### config.mk
export PLATFORM = sky130hd
export DESIGN_NAME = stmm_gap_unit
export DESIGN_NICKNAME = d
export VERILOG_FILES = /design/src/rtl/core/stmm_pkg.sv /design/src/rtl/core/stmm_gap_unit.sv
export SDC_FILE = /design/constraint.sdc
export NUM_CORES = 1
export LEC_CHECK = 0
export ABC_AREA = 1
export BUFFER_PORTS_ARGS = -buffer_cell sky130_fd_sc_hd__buf_2
export CAP_MARGIN = 0
export CORE_MARGIN = 1
export CORE_UTILIZATION = 55
export CTS_BUF_LIST = sky130_fd_sc_hd__clkbuf_4
export DETAILED_ROUTE_END_ITERATION = 10
export MAX_ROUTING_LAYER = met4
export PLACE_DENSITY = 0.88
export REMOVE_ABC_BUFFERS = 1
export SLEW_MARGIN = 40
export SYNTH_ARGS = -nofsm -noshare
export SYNTH_HDL_FRONTEND = slang
export SYNTH_SLANG_ARGS = --single-unit
### constraint.sdc
create_clock -name clock -period 5.3 [get_ports clock]
set_clock_uncertainty 0.2 [all_clocks]
set_input_delay 1.06 -clock clock [delete_from_list [all_inputs] [get_ports clock]]
set_output_delay 1.06 -clock clock [all_outputs]
set_load 0.01 [all_outputs]
### src/rtl/core/stmm_pkg.sv
// shared constants, types and helpers of the span tracker
package stmm_pkg;

   localparam int DATA_W          = 32;
   localparam int CAP_W           = 11;
   localparam int COUNT_OUT_W     = 11;
   localparam int DEF_MAX_ENTRIES = 1024;
   localparam int CSR_ADDR_W      = 3;
   localparam int CSR_DATA_W      = 32;

   // register index of capacity within the csr map
   localparam logic [0:0] REG_CAPACITY = 1'b0;
   localparam logic [CAP_W-1:0] CAPACITY_RESET = CAP_W'(1);

   typedef struct packed {
      logic              vld;
      logic [DATA_W-1:0] span;
   } dist_type;

   // signed compare of two's complement words
   function automatic logic below(input logic [DATA_W-1:0] a, input logic [DATA_W-1:0] b);
      below = $signed(a) < $signed(b);
   endfunction

endpackage

### src/rtl/core/stmm_gap_unit.sv
// shared distance unit: absolute signed difference, one result per cycle
module stmm_gap_unit import stmm_pkg::*; (
   input  logic              clock,
   input  logic              reset,
   input  logic              in_vld,
   input  logic [DATA_W-1:0] a,
   input  logic [DATA_W-1:0] b,
   output dist_type          result
);

   logic              vld_ff;
   logic              vld_in;
   logic [DATA_W-1:0] dist_ff;
   logic [DATA_W-1:0] dist_in;

   always_comb begin
      vld_in  = in_vld;
      dist_in = below(a, b) ? (b - a) : (a - b);
   end

   always_ff @(posedge clock) begin
      if (reset) begin
         vld_ff <= 1'b0;
      end else begin
         vld_ff <= vld_in;
      end
      dist_ff <= dist_in;
   end

   assign result.vld  = vld_ff;
   assign result.span = dist_ff;

endmodule

; ---- Yosys cells after proc, flatten, opt, wreduce, memory -nomap -nowiden
; Cells that the tools add are included.
[word_totals]
reg_bits = 33
input_bits = 67
output_inout_bits = 33
wordCells = 6
[classes]
add_sub_neg = 2
muxes = 1
order_cmp = 1
[ops]
columns = operator, count
row1 = 32-bit subtractor, 2
row2 = 32-bit less-than comparator, 1
row3 = 32-bit 2-to-1 mux, 1

; ---- Logic depth before layout (Yosys ltp)
[logic_depth]
ltp_word = 2
mapped_depth = 18

; ---- Worst setup path before layout
; OpenSTA, ideal clock, no wires.
[synth_timing]
path_kind = input to register
startpoint = input port a[0]
endpoint = register dist_ff[5]
path_slack_ps = 2208
path_buffers = 2
t_required_ps = 4982
arrival_ps = 2774
stages = 17
setup_ps = 118
path_cell_list = inv_1 > ha_1 > fa_1 > inv_1 > nand3_1 > nand2_2 > nand2_1 > nand2_2 > nand2_2 > nand2_2 > nand2_2 > nand2_2 > nand2_4 > nand2_4 > buf_12 > buf_6 > o21ai_2
[synth_via]
elab_chain_len = 2
elab_cells_between_ends = 4
cone_classes = add/sub (2) / order compare (1) / mux (1)
[synth_lines]
columns = element, line
row1 = from (decl), stmm_gap_unit.sv:6  ; input logic [DATA_W-1:0] a,
row2 = 32-bit subtractor or 32-bit less-than comparator (tied branches), "stmm_gap_unit.sv:18, stmm_pkg.sv:22"
row3 = 32-bit 2-to-1 mux *, stmm_gap_unit.sv:18  ; dist_in = below(a, b) ? (b - a) : (a - b);
row4 = via dist_in[5], stmm_gap_unit.sv:14  ; logic [DATA_W-1:0] dist_in;
row5 = to (signal assigned), stmm_gap_unit.sv:27  ; dist_ff <= dist_in;
row6 = to (decl), stmm_gap_unit.sv:13  ; logic [DATA_W-1:0] dist_ff;
; Mark *: on every way through the listed nets, which the timed path passes. The rest lies on a longest branch.
; A chain may end at the register's enable or synchronous reset.

; ---- Worst setup path in the final report
; Ends and elaborated chain as after synthesis.

==> flow_summary_export.csv <==
group,metric,value,unit
outcome,status,"completed",
worst_setup_path,critPathMaxFanout,28,
floorplanning,die-area,11200,um^2
global_routing,grt-ovfl-total,0,
sta,finalCriticalPeriod,3560,ps
logic_synthesis,synth.area.mux_share,0,%
cells_and_area,layout_commonest_cell,"nand2_1",
power,power,1.27,mW
routing,routedWlPerCell,12.4,um
routing,drt_wl_total,15.9,mm
place,port_buffers,99,
clocking,cts_hold_buf,0,
logic_synthesis,yosys_warnings,0,
worst_setup_path,cpMostUsedCell,"nand2_2",
min_path,hp-class,"in2reg",
sta,worst_pin_slew,520,ps
worst_setup_path,crit_chain,"buf_2, inv_1, ha_1, fa_1, inv_1, nand3_1, nand2_2, nand2_1, nand2_2, nand2_2, nand2_2, nand2_2, nand2_2, nand2_4, nand2_4, buf_4, nand2_1, o21ai_2",
worst_setup_path,cp-end-kind,"flip-flop",
clocking,cts_root_buf,"clkbuf_4",
cells_and_area,num-fill-cells,1093,
logic_synthesis,synthSimpleGateAreaFrac,43.9,%
logic_synthesis,syn_avg_cell_area,5.62,um^2
cells_and_area,fin_area,6430,um^2
floorplanning,die_w,106,um
routing,met1_length,7.34,mm
clocking,post_cts_buffers,0,
floorplanning,core_area,10400,um^2
sta,hold_viol,0,
cells_and_area,drive_above_1_share,17.0,%
global_routing,grt_max_degree,29,
floorplanning,rows,37,
power,p_per_area,198,nW/um^2
logic_synthesis,synth-compound-area-share,7.39,%
worst_setup_path,path_class,"in2reg",
logic_synthesis,synth-seq-cells,33,
worst_setup_path,arrival,3640,ps
run,max_cap_viol_count,0,
clocking,path_clk_slew,120,ps
global_routing,grt.total_usage,30.3,%
sta,slew_headroom,65.3,%
logic_synthesis,synth_xor_area_share,4.71,%
worst_setup_path,cp.buffers_inverters,4,
sta,fin_ws,1740,ps
cells_and_area,nets,1275,
routing,firstDrtPassIters,5,
clocking,cts-buffers-inserted,5,
cells_and_area,final_cell_mix,"415 x nand2_1, 226 x inv_1, 99 x buf_2",
sta,period_share,67.1,%
clocking,cts_resized,0,
cells_and_area,syn2layout_area_growth,8.03,%
clocking,cts_tree,"done",
place,gp_congestion,0.959,
worst_setup_path,cp_data_required_time,5380,ps
floorplanning,die_y,106,um
logic_synthesis,ys_seq_area_share,11.1,%
place,placed_area,6380,um^2
routing,drt_iter0_markers,412,
place,dpl.hpwl,13.7,mm
worst_setup_path,critPathLaunchType,"input pin",
cells_and_area,final_core_util,61.8,%
logic_synthesis,synth_top_family_by_area,"simple AND/OR/NAND/NOR gates",
sta,max_freq,0.281,GHz
worst_setup_path,cp_slowest_cell,"fa_1",
clocking,clock-sinks,33,
cells_and_area,stdcell_count,1280,
place,pre_cts_slack,1400,ps
floorplanning,io_pins,100,
routing,dr_wl_met3,955,um
sta,setup_viol_count_final,0,
clocking,clockBufferDepth,2,
place,dp_cells,1272,
sta,timing.hold.ws,647,ps
logic_synthesis,syn-cell-area,5960,um^2
sta,slew_viol_final,0,
logic_synthesis,synth.distinct_cells,32,
global_routing,grt_pass1_vias,5918,
clocking,h-tree-depth,2,
power,p_leak,4.16,nW
cells_and_area,antenna_cells,0,
worst_setup_path,critPathMaxStageDelay,420,ps
routing,top_layer,"met4",
floorplanning,initial_core_util,57.2,%
global_routing,grt_pass1_wl,26.6,mm
logic_synthesis,yosys.area_share.adder,13.9,%
global_routing,grt_antenna_before_repair,0,
routing,ant_nets,0,
worst_setup_path,crit_family,"simple AND/OR/NAND/NOR gates",
routing,via_per_inst,4.93,
sta,rsz0062_at_grt,"false",
routing,wl_met2,7.34,mm
routing,drc_errors,0,
power,peakVddDrop,0.000112,V
routing,vias,6314,
sta,fin_tns_setup,0,ps
logic_synthesis,synthCells,1060,
layout make-up:
cell class	instances	area (um^2)	area share, %
clock buffers	6	45.0	0.700
multi-input cells	769	4170	64.8
repair buffers	100	503	7.82
clock inverters	2	10.0	0.156
flip-flops and latches	33	661	10.3
well taps	136	170	2.64
inverters	234	878	13.7
metal layers:
metal / vias to the layer above / GRT usage, %
met5: - / -
met4: 0 / 6.45
met3: 21 / 2.64
met2: 198 / 52.2
met1: 2800 / 38.6
li1: 3295 / -
state kept, by name, summed over array words and instances, names as in the netlist:
name / count
vld_ff: 1
dist_ff: 32
synth_stat cells, drive strengths merged:
cell type    n  area share, %
and3         2           0.21
nor2        58            4.6
xor2        17            2.5
xnor2       15            2.2
buf         24            4.2
o21bai       7           0.88
nor3         1          0.084
nand3b       6           0.76
inv        234             15
nand3       61            5.2
a21oi       40            3.8
or2          1           0.11
nand4       12            1.3
o21ai       18            2.5
dfxtp       33             11
ha          63             13
fa           2           0.67
a21o         2           0.25
nand2      464             32
worst paths after layout:
kind | start | slack [ps] | endpoint | cells after the start
hold / removal | reset | 650 | vld_ff | 2
setup / recovery | a[0] | 1740 | dist_ff[5] | 18
power by group:
| group | leakage, nW | total [mW] | switching (mW) | internal (mW) |
|---|---|---|---|---|
| clock | 0.0354 | 0.161 | 0.105 | 0.0558 |
| sequential | 0.278 | 0.337 | 0.0196 | 0.317 |
| combinational | 3.85 | 0.774 | 0.495 | 0.280 |
kinds of logic after synthesis:
group           after synthesis
simple gates                605
buf+inv                     258
compound gates               67
fa+ha+maj                    65
flops                        33
xor+xnor                     32
(Power assumes the default switching activity.)
